**src/hdl/gdt_pkg.sv**
```systemverilog
`timescale 1ns / 1ps
// ----------------------------------------------------------------------------
// gdt_pkg
// Shared types and constants for the graph traversal engine.
// ----------------------------------------------------------------------------
package gdt_pkg;

    localparam int VERTEX_W = 5;
    localparam int CFG_W    = 6;

    localparam logic [CFG_W-1:0] VERTEX_COUNT_RST = 6'd32;
    localparam logic [CFG_W-1:0] OMIT_VERTEX_RST  = 6'd32;

    typedef enum logic [1:0] {
        MODE_ADD_EDGE = 2'd0,
        MODE_ISOLATE  = 2'd1,
        MODE_DEPTH    = 2'd2,
        MODE_BREADTH  = 2'd3
    } mode_t;

    typedef enum logic {
        CFG_VERTEX_COUNT = 1'b0,
        CFG_OMIT_VERTEX  = 1'b1
    } cfg_index_t;

    typedef struct packed {
        mode_t               mode;
        logic [VERTEX_W-1:0] first_vertex;
        logic [VERTEX_W-1:0] second_vertex;
    } in_word_t;

    typedef struct packed {
        logic [VERTEX_W-1:0] vertex_id;
        logic                last_of_run;
    } out_word_t;

    typedef struct packed {
        logic [CFG_W-1:0] vertex_count;
        logic [CFG_W-1:0] omit_vertex;
    } cfg_t;

    typedef struct packed {
        logic                push;
        logic                flush;
        logic [VERTEX_W-1:0] vertex;
    } emit_req_t;

endpackage

```
**src/hdl/gdt_ram.sv**
```systemverilog
`timescale 1ns / 1ps
// ----------------------------------------------------------------------------
// gdt_ram
// Generic simple dual-port RAM with one write port and a registered read.
// ----------------------------------------------------------------------------
module gdt_ram #(
    parameter int WIDTH = 32,
    parameter int DEPTH = 32
) (
    input  logic                     clk,
    input  logic                     we,
    input  logic [$clog2(DEPTH)-1:0] waddr,
    input  logic [WIDTH-1:0]         wdata,
    input  logic [$clog2(DEPTH)-1:0] raddr,
    output logic [WIDTH-1:0]         rdata
);

    logic [WIDTH-1:0] mem [DEPTH];
    logic [WIDTH-1:0] rdata_reg;

    always_ff @(posedge clk)
    begin
        if (we)
        begin
            mem[waddr] <= wdata;
        end
        rdata_reg <= mem[raddr];
    end

    assign rdata = rdata_reg;

endmodule

```
**src/hdl/gdt_emit.sv**
```systemverilog
`timescale 1ns / 1ps
// ----------------------------------------------------------------------------
// gdt_emit
// Holds the most recent visited vertex back by one so that the final vertex
// of a run can be marked, and drives the output register.
// ----------------------------------------------------------------------------
module gdt_emit (
    input  logic                clk,
    input  logic                rst_n,
    input  gdt_pkg::emit_req_t  req,
    output logic                rdy,
    output logic                out_valid,
    input  logic                out_stall,
    output gdt_pkg::out_word_t  out_word
);
    import gdt_pkg::*;

    logic                pend_valid_reg;
    logic                pend_valid_next;
    logic [VERTEX_W-1:0] pend_vtx_reg;
    logic [VERTEX_W-1:0] pend_vtx_next;
    logic                out_valid_reg;
    logic                out_valid_next;
    out_word_t           out_word_reg;
    out_word_t           out_word_next;

    assign rdy = !pend_valid_reg || !out_valid_reg || !out_stall;

    always_comb
    begin
        pend_valid_next = pend_valid_reg;
        pend_vtx_next   = pend_vtx_reg;
        out_word_next   = out_word_reg;
        out_valid_next  = out_valid_reg && out_stall;
        if (req.push)
        begin
            if (pend_valid_reg)
            begin
                out_word_next.vertex_id   = pend_vtx_reg;
                out_word_next.last_of_run = 1'b0;
                out_valid_next            = 1'b1;
            end
            pend_valid_next = 1'b1;
            pend_vtx_next   = req.vertex;
        end
        else if (req.flush && pend_valid_reg)
        begin
            out_word_next.vertex_id   = pend_vtx_reg;
            out_word_next.last_of_run = 1'b1;
            out_valid_next            = 1'b1;
            pend_valid_next           = 1'b0;
        end
    end

    always_ff @(posedge clk or negedge rst_n)
    begin
        if (!rst_n)
        begin
            pend_valid_reg <= 1'b0;
            pend_vtx_reg   <= '0;
            out_valid_reg  <= 1'b0;
            out_word_reg   <= '0;
        end
        else
        begin
            pend_valid_reg <= pend_valid_next;
            pend_vtx_reg   <= pend_vtx_next;
            out_valid_reg  <= out_valid_next;
            out_word_reg   <= out_word_next;
        end
    end

    assign out_valid = out_valid_reg;
    assign out_word  = out_word_reg;

    a_last_needs_pending: assert property (@(posedge clk) disable iff (!rst_n)
        req.flush && pend_valid_reg && rdy |=> out_valid_reg && out_word_reg.last_of_run)
        else $error("flush of a pending vertex did not produce a marked word");

    a_push_keeps_pending: assert property (@(posedge clk) disable iff (!rst_n)
        req.push && rdy |=> pend_valid_reg && pend_vtx_reg == $past(req.vertex))
        else $error("pushed vertex was not held back");

    a_no_loss: assert property (@(posedge clk) disable iff (!rst_n)
        (req.push || req.flush) |-> rdy)
        else $error("vertex offered while the output side was full");

endmodule

```
**src/hdl/gdt_engine.sv**
```systemverilog
`timescale 1ns / 1ps
// ----------------------------------------------------------------------------
// gdt_engine
// Command sequencer: adjacency matrix and work list live in two RAMs, edge
// and isolate commands read, modify and write rows, traversals walk them.
// ----------------------------------------------------------------------------
module gdt_engine #(
    parameter int MAX_VERTICES = 32
) (
    input  logic               clk,
    input  logic               rst_n,
    input  gdt_pkg::cfg_t      cfg,
    input  logic               in_valid,
    output logic               in_stall,
    input  gdt_pkg::in_word_t  in_word,
    output gdt_pkg::emit_req_t emit_req,
    input  logic               emit_rdy
);
    import gdt_pkg::*;

    localparam int VW = $clog2(MAX_VERTICES);
    localparam int NW = $clog2(MAX_VERTICES + 1);
    localparam int CW = (NW > CFG_W) ? NW : CFG_W;

    typedef enum logic [3:0] {
        ST_IDLE,
        ST_ADD_RA,
        ST_ADD_WA,
        ST_ADD_RB,
        ST_ADD_WB,
        ST_ISO_RD,
        ST_ISO_WR,
        ST_SCAN,
        ST_DFS_ROW,
        ST_DFS_PICK,
        ST_DFS_POP,
        ST_BFS_CHK,
        ST_BFS_WL,
        ST_BFS_ROW,
        ST_BFS_EXP,
        ST_FIN
    } state_t;

    state_t                  state_reg, state_next;
    in_word_t                cmd_reg, cmd_next;
    logic [NW-1:0]           s_reg, s_next;
    logic [NW-1:0]           head_reg, head_next;
    logic [NW-1:0]           tail_reg, tail_next;
    logic [NW-1:0]           iso_reg, iso_next;
    logic [VW-1:0]           top_reg, top_next;
    logic [MAX_VERTICES-1:0] visited_reg, visited_next;
    logic [MAX_VERTICES-1:0] cand_reg, cand_next;
    logic [MAX_VERTICES-1:0] adj_vld_reg, adj_vld_next;
    logic                    adj_rvld_reg;

    logic                    adj_we;
    logic [VW-1:0]           adj_waddr;
    logic [MAX_VERTICES-1:0] adj_wdata;
    logic [VW-1:0]           adj_raddr;
    logic [MAX_VERTICES-1:0] adj_rdata;
    logic                    wl_we;
    logic [VW-1:0]           wl_waddr;
    logic [VW-1:0]           wl_wdata;
    logic [VW-1:0]           wl_raddr;
    logic [VW-1:0]           wl_rdata;

    logic [CW-1:0]           vc_ext;
    logic [NW-1:0]           n_lim;
    logic [MAX_VERTICES-1:0] range_mask;
    logic [MAX_VERTICES-1:0] row_data;
    logic [MAX_VERTICES-1:0] dfs_cand;
    logic [VW-1:0]           a_idx;
    logic [VW-1:0]           b_idx;
    logic [VW-1:0]           s_idx;
    logic [VW-1:0]           pick;
    logic [NW-1:0]           tail_m2;
    logic                    a_ok;
    logic                    b_ok;
    logic                    accept;

    gdt_ram #(.WIDTH(MAX_VERTICES), .DEPTH(MAX_VERTICES)) u_adj_ram (
        .clk   (clk),
        .we    (adj_we),
        .waddr (adj_waddr),
        .wdata (adj_wdata),
        .raddr (adj_raddr),
        .rdata (adj_rdata)
    );

    gdt_ram #(.WIDTH(VW), .DEPTH(MAX_VERTICES)) u_wl_ram (
        .clk   (clk),
        .we    (wl_we),
        .waddr (wl_waddr),
        .wdata (wl_wdata),
        .raddr (wl_raddr),
        .rdata (wl_rdata)
    );

    function automatic logic [VW-1:0] lowest(input logic [MAX_VERTICES-1:0] m);
        logic [VW-1:0] idx;
        idx = '0;
        for (int i = MAX_VERTICES - 1; i >= 0; i--)
        begin
            if (m[i])
            begin
                idx = VW'(i);
            end
        end
        return idx;
    endfunction

    function automatic logic omitted(input logic [VW-1:0] v, input logic [CFG_W-1:0] o);
        return CW'(v) == CW'(o);
    endfunction

    assign vc_ext   = CW'(cfg.vertex_count);
    assign n_lim    = (vc_ext > CW'(MAX_VERTICES)) ? NW'(MAX_VERTICES) : NW'(vc_ext);
    assign row_data = adj_rvld_reg ? adj_rdata : '0;
    assign dfs_cand = row_data & range_mask & ~visited_reg;
    assign a_idx    = VW'(cmd_reg.first_vertex);
    assign b_idx    = VW'(cmd_reg.second_vertex);
    assign a_ok     = 32'(cmd_reg.first_vertex) < 32'(MAX_VERTICES);
    assign b_ok     = 32'(cmd_reg.second_vertex) < 32'(MAX_VERTICES);
    assign s_idx    = s_reg[VW-1:0];
    assign tail_m2  = tail_reg - NW'(2);
    assign pick     = (state_reg == ST_BFS_EXP) ? lowest(cand_reg) : lowest(dfs_cand);
    assign in_stall = (state_reg != ST_IDLE);
    assign accept   = in_valid && !in_stall;

    always_comb
    begin
        for (int i = 0; i < MAX_VERTICES; i++)
        begin
            range_mask[i] = NW'(i) < n_lim;
        end
    end

    always_comb
    begin
        state_next   = state_reg;
        cmd_next     = cmd_reg;
        s_next       = s_reg;
        head_next    = head_reg;
        tail_next    = tail_reg;
        iso_next     = iso_reg;
        top_next     = top_reg;
        visited_next = visited_reg;
        cand_next    = cand_reg;
        adj_vld_next = adj_vld_reg;
        adj_we       = 1'b0;
        adj_waddr    = a_idx;
        adj_wdata    = '0;
        adj_raddr    = a_idx;
        wl_we        = 1'b0;
        wl_waddr     = tail_reg[VW-1:0];
        wl_wdata     = s_idx;
        wl_raddr     = head_reg[VW-1:0];
        emit_req     = '0;

        case (state_reg)
            ST_IDLE:
            begin
                if (accept)
                begin
                    cmd_next     = in_word;
                    s_next       = '0;
                    head_next    = '0;
                    tail_next    = '0;
                    iso_next     = '0;
                    visited_next = '0;
                    case (in_word.mode)
                        MODE_ADD_EDGE: state_next = ST_ADD_RA;
                        MODE_ISOLATE:  state_next = ST_ISO_RD;
                        default:       state_next = ST_SCAN;
                    endcase
                end
            end

            ST_ADD_RA:
            begin
                adj_raddr  = a_idx;
                state_next = (a_ok && b_ok) ? ST_ADD_WA : ST_IDLE;
            end

            ST_ADD_WA:
            begin
                adj_we              = 1'b1;
                adj_waddr           = a_idx;
                adj_wdata           = row_data | (MAX_VERTICES'(1) << b_idx);
                adj_vld_next[a_idx] = 1'b1;
                state_next          = ST_ADD_RB;
            end

            ST_ADD_RB:
            begin
                adj_raddr  = b_idx;
                state_next = ST_ADD_WB;
            end

            ST_ADD_WB:
            begin
                adj_we              = 1'b1;
                adj_waddr           = b_idx;
                adj_wdata           = row_data | (MAX_VERTICES'(1) << a_idx);
                adj_vld_next[b_idx] = 1'b1;
                state_next          = ST_IDLE;
            end

            ST_ISO_RD:
            begin
                adj_raddr  = iso_reg[VW-1:0];
                state_next = a_ok ? ST_ISO_WR : ST_IDLE;
            end

            ST_ISO_WR:
            begin
                adj_we    = 1'b1;
                adj_waddr = iso_reg[VW-1:0];
                if (iso_reg[VW-1:0] == a_idx)
                begin
                    adj_wdata = '0;
                end
                else
                begin
                    adj_wdata = row_data & ~(MAX_VERTICES'(1) << a_idx);
                end
                adj_vld_next[iso_reg[VW-1:0]] = 1'b1;
                iso_next   = iso_reg + NW'(1);
                state_next = (iso_reg == NW'(MAX_VERTICES - 1)) ? ST_IDLE : ST_ISO_RD;
            end

            ST_SCAN:
            begin
                if (s_reg == n_lim)
                begin
                    state_next = ST_FIN;
                end
                else if (visited_reg[s_idx])
                begin
                    s_next = s_reg + NW'(1);
                end
                else if (emit_rdy)
                begin
                    visited_next[s_idx] = 1'b1;
                    emit_req.push       = !omitted(s_idx, cfg.omit_vertex);
                    emit_req.vertex     = VERTEX_W'(s_idx);
                    wl_wdata            = s_idx;
                    if (cmd_reg.mode == MODE_DEPTH)
                    begin
                        wl_we      = 1'b1;
                        wl_waddr   = '0;
                        tail_next  = NW'(1);
                        top_next   = s_idx;
                        state_next = ST_DFS_ROW;
                    end
                    else
                    begin
                        if (tail_reg < NW'(MAX_VERTICES))
                        begin
                            wl_we     = 1'b1;
                            tail_next = tail_reg + NW'(1);
                        end
                        state_next = ST_BFS_CHK;
                    end
                end
            end

            ST_DFS_ROW:
            begin
                adj_raddr  = top_reg;
                state_next = ST_DFS_PICK;
            end

            ST_DFS_PICK:
            begin
                adj_raddr = top_reg;
                if (|dfs_cand)
                begin
                    if (emit_rdy)
                    begin
                        visited_next[pick] = 1'b1;
                        emit_req.push      = !omitted(pick, cfg.omit_vertex);
                        emit_req.vertex    = VERTEX_W'(pick);
                        if (tail_reg < NW'(MAX_VERTICES))
                        begin
                            wl_we     = 1'b1;
                            wl_wdata  = pick;
                            tail_next = tail_reg + NW'(1);
                            top_next  = pick;
                        end
                        state_next = ST_DFS_ROW;
                    end
                end
                else
                begin
                    tail_next = tail_reg - NW'(1);
                    if (tail_reg == NW'(1))
                    begin
                        s_next     = s_reg + NW'(1);
                        state_next = ST_SCAN;
                    end
                    else
                    begin
                        wl_raddr   = tail_m2[VW-1:0];
                        state_next = ST_DFS_POP;
                    end
                end
            end

            ST_DFS_POP:
            begin
                top_next   = wl_rdata;
                state_next = ST_DFS_ROW;
            end

            ST_BFS_CHK:
            begin
                if (head_reg == tail_reg)
                begin
                    s_next     = s_reg + NW'(1);
                    state_next = ST_SCAN;
                end
                else
                begin
                    wl_raddr   = head_reg[VW-1:0];
                    state_next = ST_BFS_WL;
                end
            end

            ST_BFS_WL:
            begin
                adj_raddr  = wl_rdata;
                head_next  = head_reg + NW'(1);
                state_next = ST_BFS_ROW;
            end

            ST_BFS_ROW:
            begin
                cand_next  = row_data & range_mask & ~visited_reg;
                state_next = ST_BFS_EXP;
            end

            ST_BFS_EXP:
            begin
                if (cand_reg == '0)
                begin
                    state_next = ST_BFS_CHK;
                end
                else if (emit_rdy)
                begin
                    cand_next[pick]    = 1'b0;
                    visited_next[pick] = 1'b1;
                    emit_req.push      = !omitted(pick, cfg.omit_vertex);
                    emit_req.vertex    = VERTEX_W'(pick);
                    if (tail_reg < NW'(MAX_VERTICES))
                    begin
                        wl_we     = 1'b1;
                        wl_wdata  = pick;
                        tail_next = tail_reg + NW'(1);
                    end
                end
            end

            ST_FIN:
            begin
                emit_req.flush = emit_rdy;
                if (emit_rdy)
                begin
                    head_next  = '0;
                    state_next = ST_IDLE;
                end
            end

            default:
            begin
                state_next = ST_IDLE;
            end
        endcase
    end

    always_ff @(posedge clk or negedge rst_n)
    begin
        if (!rst_n)
        begin
            state_reg    <= ST_IDLE;
            cmd_reg      <= '0;
            s_reg        <= '0;
            head_reg     <= '0;
            tail_reg     <= '0;
            iso_reg      <= '0;
            top_reg      <= '0;
            visited_reg  <= '0;
            cand_reg     <= '0;
            adj_vld_reg  <= '0;
            adj_rvld_reg <= 1'b0;
        end
        else
        begin
            state_reg    <= state_next;
            cmd_reg      <= cmd_next;
            s_reg        <= s_next;
            head_reg     <= head_next;
            tail_reg     <= tail_next;
            iso_reg      <= iso_next;
            top_reg      <= top_next;
            visited_reg  <= visited_next;
            cand_reg     <= cand_next;
            adj_vld_reg  <= adj_vld_next;
            adj_rvld_reg <= adj_vld_reg[adj_raddr];
        end
    end

    a_tail_bounded: assert property (@(posedge clk) disable iff (!rst_n)
        tail_reg <= NW'(MAX_VERTICES))
        else $error("work list overran its depth");

    a_queue_order: assert property (@(posedge clk) disable iff (!rst_n)
        state_reg == ST_BFS_CHK |-> head_reg <= tail_reg)
        else $error("queue head passed its tail");

    a_visited_in_range: assert property (@(posedge clk) disable iff (!rst_n)
        state_reg == ST_SCAN |-> (visited_reg & ~range_mask) == '0)
        else $error("vertex outside the active range was visited");

    a_emit_has_room: assert property (@(posedge clk) disable iff (!rst_n)
        (emit_req.push || emit_req.flush) |-> emit_rdy)
        else $error("vertex offered to a full output stage");

endmodule

```
**src/hdl/graph_dfs_bfs_traversal_top.sv**
```systemverilog
`timescale 1ns / 1ps
// ----------------------------------------------------------------------------
// graph_dfs_bfs_traversal_top
// Undirected graph kept as a bit adjacency matrix, with depth-first and
// breadth-first traversal commands.
// ----------------------------------------------------------------------------
// Each input word is one command, and the block takes no new word until the
// command is done. Add edge and isolate commands are bound by the single
// read port of the adjacency RAM, since every row update reads its row
// before it writes it back. In a traversal, each visited vertex costs at
// least one adjacency row read plus a pick of the lowest unvisited
// neighbor, each work list step costs one more read of the work list RAM,
// and the scan for new start vertices steps through every active vertex; a
// stalled output holds the search. Output words arrive one vertex behind
// the search so that the final one carries last_of_run. The adjacency
// matrix reads as all zero after reset without any clearing pass.
// ----------------------------------------------------------------------------
module graph_dfs_bfs_traversal_top #(
    parameter int MAX_VERTICES = 32
) (
    input  logic                      clk,
    input  logic                      rst_n,
    input  logic                      cfg_write,
    input  gdt_pkg::cfg_index_t       cfg_index,
    input  logic [gdt_pkg::CFG_W-1:0] cfg_data,
    input  logic                      in_valid,
    output logic                      in_stall,
    input  gdt_pkg::in_word_t         in_word,
    output logic                      out_valid,
    input  logic                      out_stall,
    output gdt_pkg::out_word_t        out_word
);
    import gdt_pkg::*;

    cfg_t      cfg_reg;
    cfg_t      cfg_next;
    emit_req_t emit_req;
    logic      emit_rdy;

    always_comb
    begin
        cfg_next = cfg_reg;
        if (cfg_write)
        begin
            case (cfg_index)
                CFG_VERTEX_COUNT: cfg_next.vertex_count = cfg_data;
                CFG_OMIT_VERTEX:  cfg_next.omit_vertex  = cfg_data;
                default:          cfg_next = cfg_reg;
            endcase
        end
    end

    always_ff @(posedge clk or negedge rst_n)
    begin
        if (!rst_n)
        begin
            cfg_reg.vertex_count <= VERTEX_COUNT_RST;
            cfg_reg.omit_vertex  <= OMIT_VERTEX_RST;
        end
        else
        begin
            cfg_reg <= cfg_next;
        end
    end

    gdt_engine #(.MAX_VERTICES(MAX_VERTICES)) u_engine (
        .clk      (clk),
        .rst_n    (rst_n),
        .cfg      (cfg_reg),
        .in_valid (in_valid),
        .in_stall (in_stall),
        .in_word  (in_word),
        .emit_req (emit_req),
        .emit_rdy (emit_rdy)
    );

    gdt_emit u_emit (
        .clk       (clk),
        .rst_n     (rst_n),
        .req       (emit_req),
        .rdy       (emit_rdy),
        .out_valid (out_valid),
        .out_stall (out_stall),
        .out_word  (out_word)
    );

endmodule

```
**config.mk**
```make
export PLATFORM = sky130hd
export DESIGN_NAME = graph_dfs_bfs_traversal_top
export DESIGN_NICKNAME = d
export VERILOG_FILES = /design/src/hdl/gdt_pkg.sv /design/src/hdl/gdt_ram.sv /design/src/hdl/gdt_emit.sv /design/src/hdl/gdt_engine.sv /design/src/hdl/graph_dfs_bfs_traversal_top.sv
export SDC_FILE = /design/constraint.sdc
export NUM_CORES = 2
export LEC_CHECK = 0
export ABC_AREA = 0
export BUFFER_PORTS_ARGS = -buffer_cell sky130_fd_sc_hd__buf_2
export CAP_MARGIN = 20
export CELL_PAD_IN_SITES_DETAIL_PLACEMENT = 1
export CELL_PAD_IN_SITES_GLOBAL_PLACEMENT = 1
export CORE_MARGIN = 1.5
export CORE_UTILIZATION = 25
export DETAILED_ROUTE_END_ITERATION = 10
export GPL_TIMING_DRIVEN = 0
export PLACE_DENSITY_LB_ADDON = 0.1
export SYNTH_ARGS = -nofsm -noshare
export SYNTH_HDL_FRONTEND = slang
export SYNTH_HIERARCHICAL = 1
export SYNTH_SLANG_ARGS = --single-unit
```
**constraint.sdc**
```tcl
create_clock -name clk -period 11.3 [get_ports clk]
set_input_delay 0 -clock clk [delete_from_list [all_inputs] [get_ports clk]]
set_output_delay 0 -clock clk [all_outputs]
set_load 0.02 [all_outputs]
```
==> out/summary.txt <==
Placed instance count -> 7436
IO buf count -> 31
Proportion of synthesized area in mux cells -> 12.06%
Largest family of logic cells by synthesized area -> multiplexers
Unrepaired setup endpoints after global routing -> no
Largest net degree at the start of global routing -> 91
Number of enable flip-flop cells after synthesis -> 1184
Final hold violation count -> 0
Syn_nets -> 4200
Min Clock Period, post-route -> 6.820 ns
Routed WL per cell -> 26.85 um
GRT Total Usage -> 17.13%
Dpl hpwl -> 149.5 mm
TritonCTS buffer count -> 167
DRC Markers -> 0
Latest clock arrival within the worst-skew pair -> 0.83 ns
I/O pin cnt -> 32
Max FFs per register -> 1024
Std cell rows -> 179
FILL cells -> 25090
CTS tree -> built
Root buffer cell -> clkbuf_16
Final net count -> 4526
Compound-Gate Fraction of Synth Area -> 9.652%
Finished Layout Cells -> 7793
Slew margin rel. -> 22.45%
CP endpoint kind -> register
Routability cong. -> 0.8498
Arr. time, crit path -> 7.51 ns
Cell Pwr Density -> 151.7 mW/mm^2
Total Wirelength -> 209.2 mm
# resized after CTS -> 0
Int Pwr -> 0.008608 W
Required time of the critical path -> 11.99 ns
Leak Pwr -> 24.53 nW
Sink Count -> 1388
Drt first pass iters -> 5
Via Count -> 37710
Initial Utilization -> 25.14%
Xor/xnor share of the synthesized area -> 0.4540%
Clock buffer depth -> 3
Total of max-cap violations -> 0
Global-route wire length before repair -> 298.5 mm
Slew @ Worst Pin -> 1.163 ns
Die Y -> 492.1 um
Yosys warning count -> 6
Top reg by flops -> u_engine/u_adj_ram/mem
Post-Synth Adder-Cell Area -> 0.3138%
CTS H-tree depth -> 4
Critical path class -> register to register
Die area -> 0.2421 mm^2
Setup TNS -> 0 ns
Highest Clock Rate -> 0.1466 GHz
Vias in the first global route -> 39370
Sw frac -> 21.13%
Slew Limit Fails -> 0
Area grow syn2layout -> 20.34%
Primary FF master, synth -> edfxtp_1
Worst Skew -> 0.05398 ns
Core area -> 0.2379 mm^2
Hold Path Class -> primary input to register
Clock power frac -> 48.6%
Setup violations, final -> 0
Die X -> 492.1 um
Top Registers -> u_engine/u_adj_ram/mem (1024), u_engine/u_wl_ram/mem (160)
Sequential area share after synthesis -> 67.69%
Reg clk slew, reported paths -> 0.06 ns
Seq pwr share -> 50.5%
Avg Cell Area, Syn -> 14.37 um^2
Synth Cell Area -> 0.05980 mm^2
Count of cell types in the netlist -> 91
Status -> finished, final reports clean
FFs w/ async S/R, synth -> 12.03%
NetSw -> 0.002306 W
Mapped Cells -> 4161
Startpoint types -> register
Crit path max fanout -> 10
Total global routing overflow -> 0
Peak supply drop -> 0.1163 mV
Drt first-iter violations -> 2595
Combinational share of power -> 1.0%
Flops & latches, synth -> 1388
Antenna Nets Post-Route -> 0
Vias per inst -> 4.839
Layout cells sized above 1 -> 14.11%
Final period util -> 60.36%
Initial antenna violation count -> 4
Post-synthesis simple-gate area fraction -> 7.354%
cells by family after synthesis:
kind of cell,count (synthesis)
AOI/OAI and AO/OA,859
xor gates and xnor gates,31
adders and majority gates,15
buffers and inverters,298
DFF,1388
muxes,639
and+or+nand+nor,931
cell usage in the layout (no fill, tap or decap), drive strengths merged, types with 83 or more instances in the layout:
cell / instances
mux2i: 544
nor3: 83
a22oi: 130
a21oi: 238
nor2: 200
o21ai: 118
edfxtp: 1184
nand2: 319
nand3: 139
dfrtp: 165
buf: 235
clkbuf: 365
per-layer routing:
layer	wire length, um	GRT usage (%)
met1	101400	24.45
met2	94590	26.46
met3	7657	2.788
met4	5605	5.315
met5	0	0
power by group through the flow:
stage               combinational [W]  clock (W)  sequential, W
floorplan                   0.0000538          0        0.00560
global placement            0.0000927          0        0.00561
detailed placement          0.0000945          0        0.00561
CTS                          0.000109    0.00547        0.00551
global route                 0.000118    0.00565        0.00550
finish                       0.000108    0.00530        0.00551
final timing paths:
check	startpoint	to	slack, ns	cells past startpoint
setup / recovery	u_engine/adj_rvld_reg	u_engine/u_wl_ram/rdata[4]	4.48	16
hold / removal	in_word[1]	u_engine/b_idx[1]	0.04	4
setup reg to reg	u_engine/adj_rvld_reg	u_engine/u_wl_ram/rdata[4]	4.48	16
hold reg to reg	u_engine/adj_vld_reg[7]	u_engine/adj_vld_reg[7]	0.46	1
max in group asynchronous	rst_n	u_engine/adj_vld_reg[14]	10.40	4
min in group asynchronous	rst_n	cfg_reg[5]	0.33	3
critical path, cell delays in order (launching register included):
cell and delay (ns):
dfrtp_1 0.38, buf_2 0.32, buf_1 0.84, clkbuf_1 0.49, nand2_1 0.38, nor3_1 0.68
nor2_1 0.21, nand3_1 0.21, nor4_4 0.10, nand3_1 0.33, nor2b_1 0.10, buf_2 0.20
mux2i_1 0.54, clkbuf_1 0.60, mux4_2 0.45, mux4_2 0.52, mux2_2 0.32
synth_stat cells (all sizes together) (11+ instances only):
| cell type | instances | area [um^2] |
|---|---|---|
| and2 | 24 | 150.1 |
| o311ai | 19 | 173.9 |
| a21oi | 238 | 1199 |
| nand3 | 139 | 695.7 |
| nor4 | 16 | 115.1 |
| o22ai | 51 | 319.1 |
| a22oi | 130 | 975.9 |
| clkbuf | 138 | 525.5 |
| nand2b | 25 | 163.9 |
| or3 | 11 | 68.82 |
| nor3 | 83 | 425.4 |
| edfxtp | 1184 | 35550 |
| o211ai | 20 | 150.1 |
| o21ai | 118 | 601.8 |
| buf | 123 | 817.0 |
| inv | 37 | 138.9 |
| a22o | 77 | 674.4 |
| xnor2 | 21 | 183.9 |
| dfrtp | 165 | 4129 |
| nor2b | 31 | 201.4 |
| dfxtp | 37 | 740.7 |
| and3 | 11 | 68.82 |
| a31oi | 48 | 300.3 |
| mux2 | 33 | 371.6 |
| ha | 15 | 187.7 |
| a221oi | 20 | 175.2 |
| mux2i | 544 | 5445 |
| nor2 | 200 | 750.7 |
| nand2 | 319 | 1200 |
| nand3b | 24 | 180.2 |
| mux4 | 62 | 1396 |
| a21o | 17 | 128.9 |
| o21bai | 28 | 210.2 |
timing repair:
item | CTS | global route
buffers inserted | 0 | 0
hold buffers | 45 | 0
endpoints found under the hold margin | 215 | 0
endpoints found under the setup margin | 0 | 0
per-stage QoR:
| step | hold WS (ns) | setup slack (ns) | area [um^2] | power [W] | utilization, % |
|---|---|---|---|---|---|
| 6_report | 0.04312 | 4.480 | 71960 | 0.01091 | 30.25 |
| 3_3_place_gp | 0.2109 | 3.168 | 63920 | 0.005705 | 26.87 |
| 4_1_cts | 0.003504 | 4.547 | 71890 | 0.01109 | 30.23 |
| 5_1_grt | 0.04214 | 4.199 | 71950 | 0.01128 | 30.25 |
| 2_1_floorplan | -0.2956 | 6.890 | 59800 | 0.005659 | - |
| 3_5_place_dp | 0.06908 | 4.545 | 66040 | 0.005707 | 27.77 |
cell type report:
class                      count  area, um^2  area share, %
sequential                  1388       40480          56.25
buffer                       261        1344          1.867
clock buffer                 226        4557          6.332
clock inverter                78       825.8          1.148
inverter                      37       138.9         0.1930
multi-input combinational   2475       18390          25.56
tap                         3167        3963          5.507
antenna                        4       10.01        0.01391
timing repair buffer         157        2255          3.133
(Power assumes the default switching activity.)
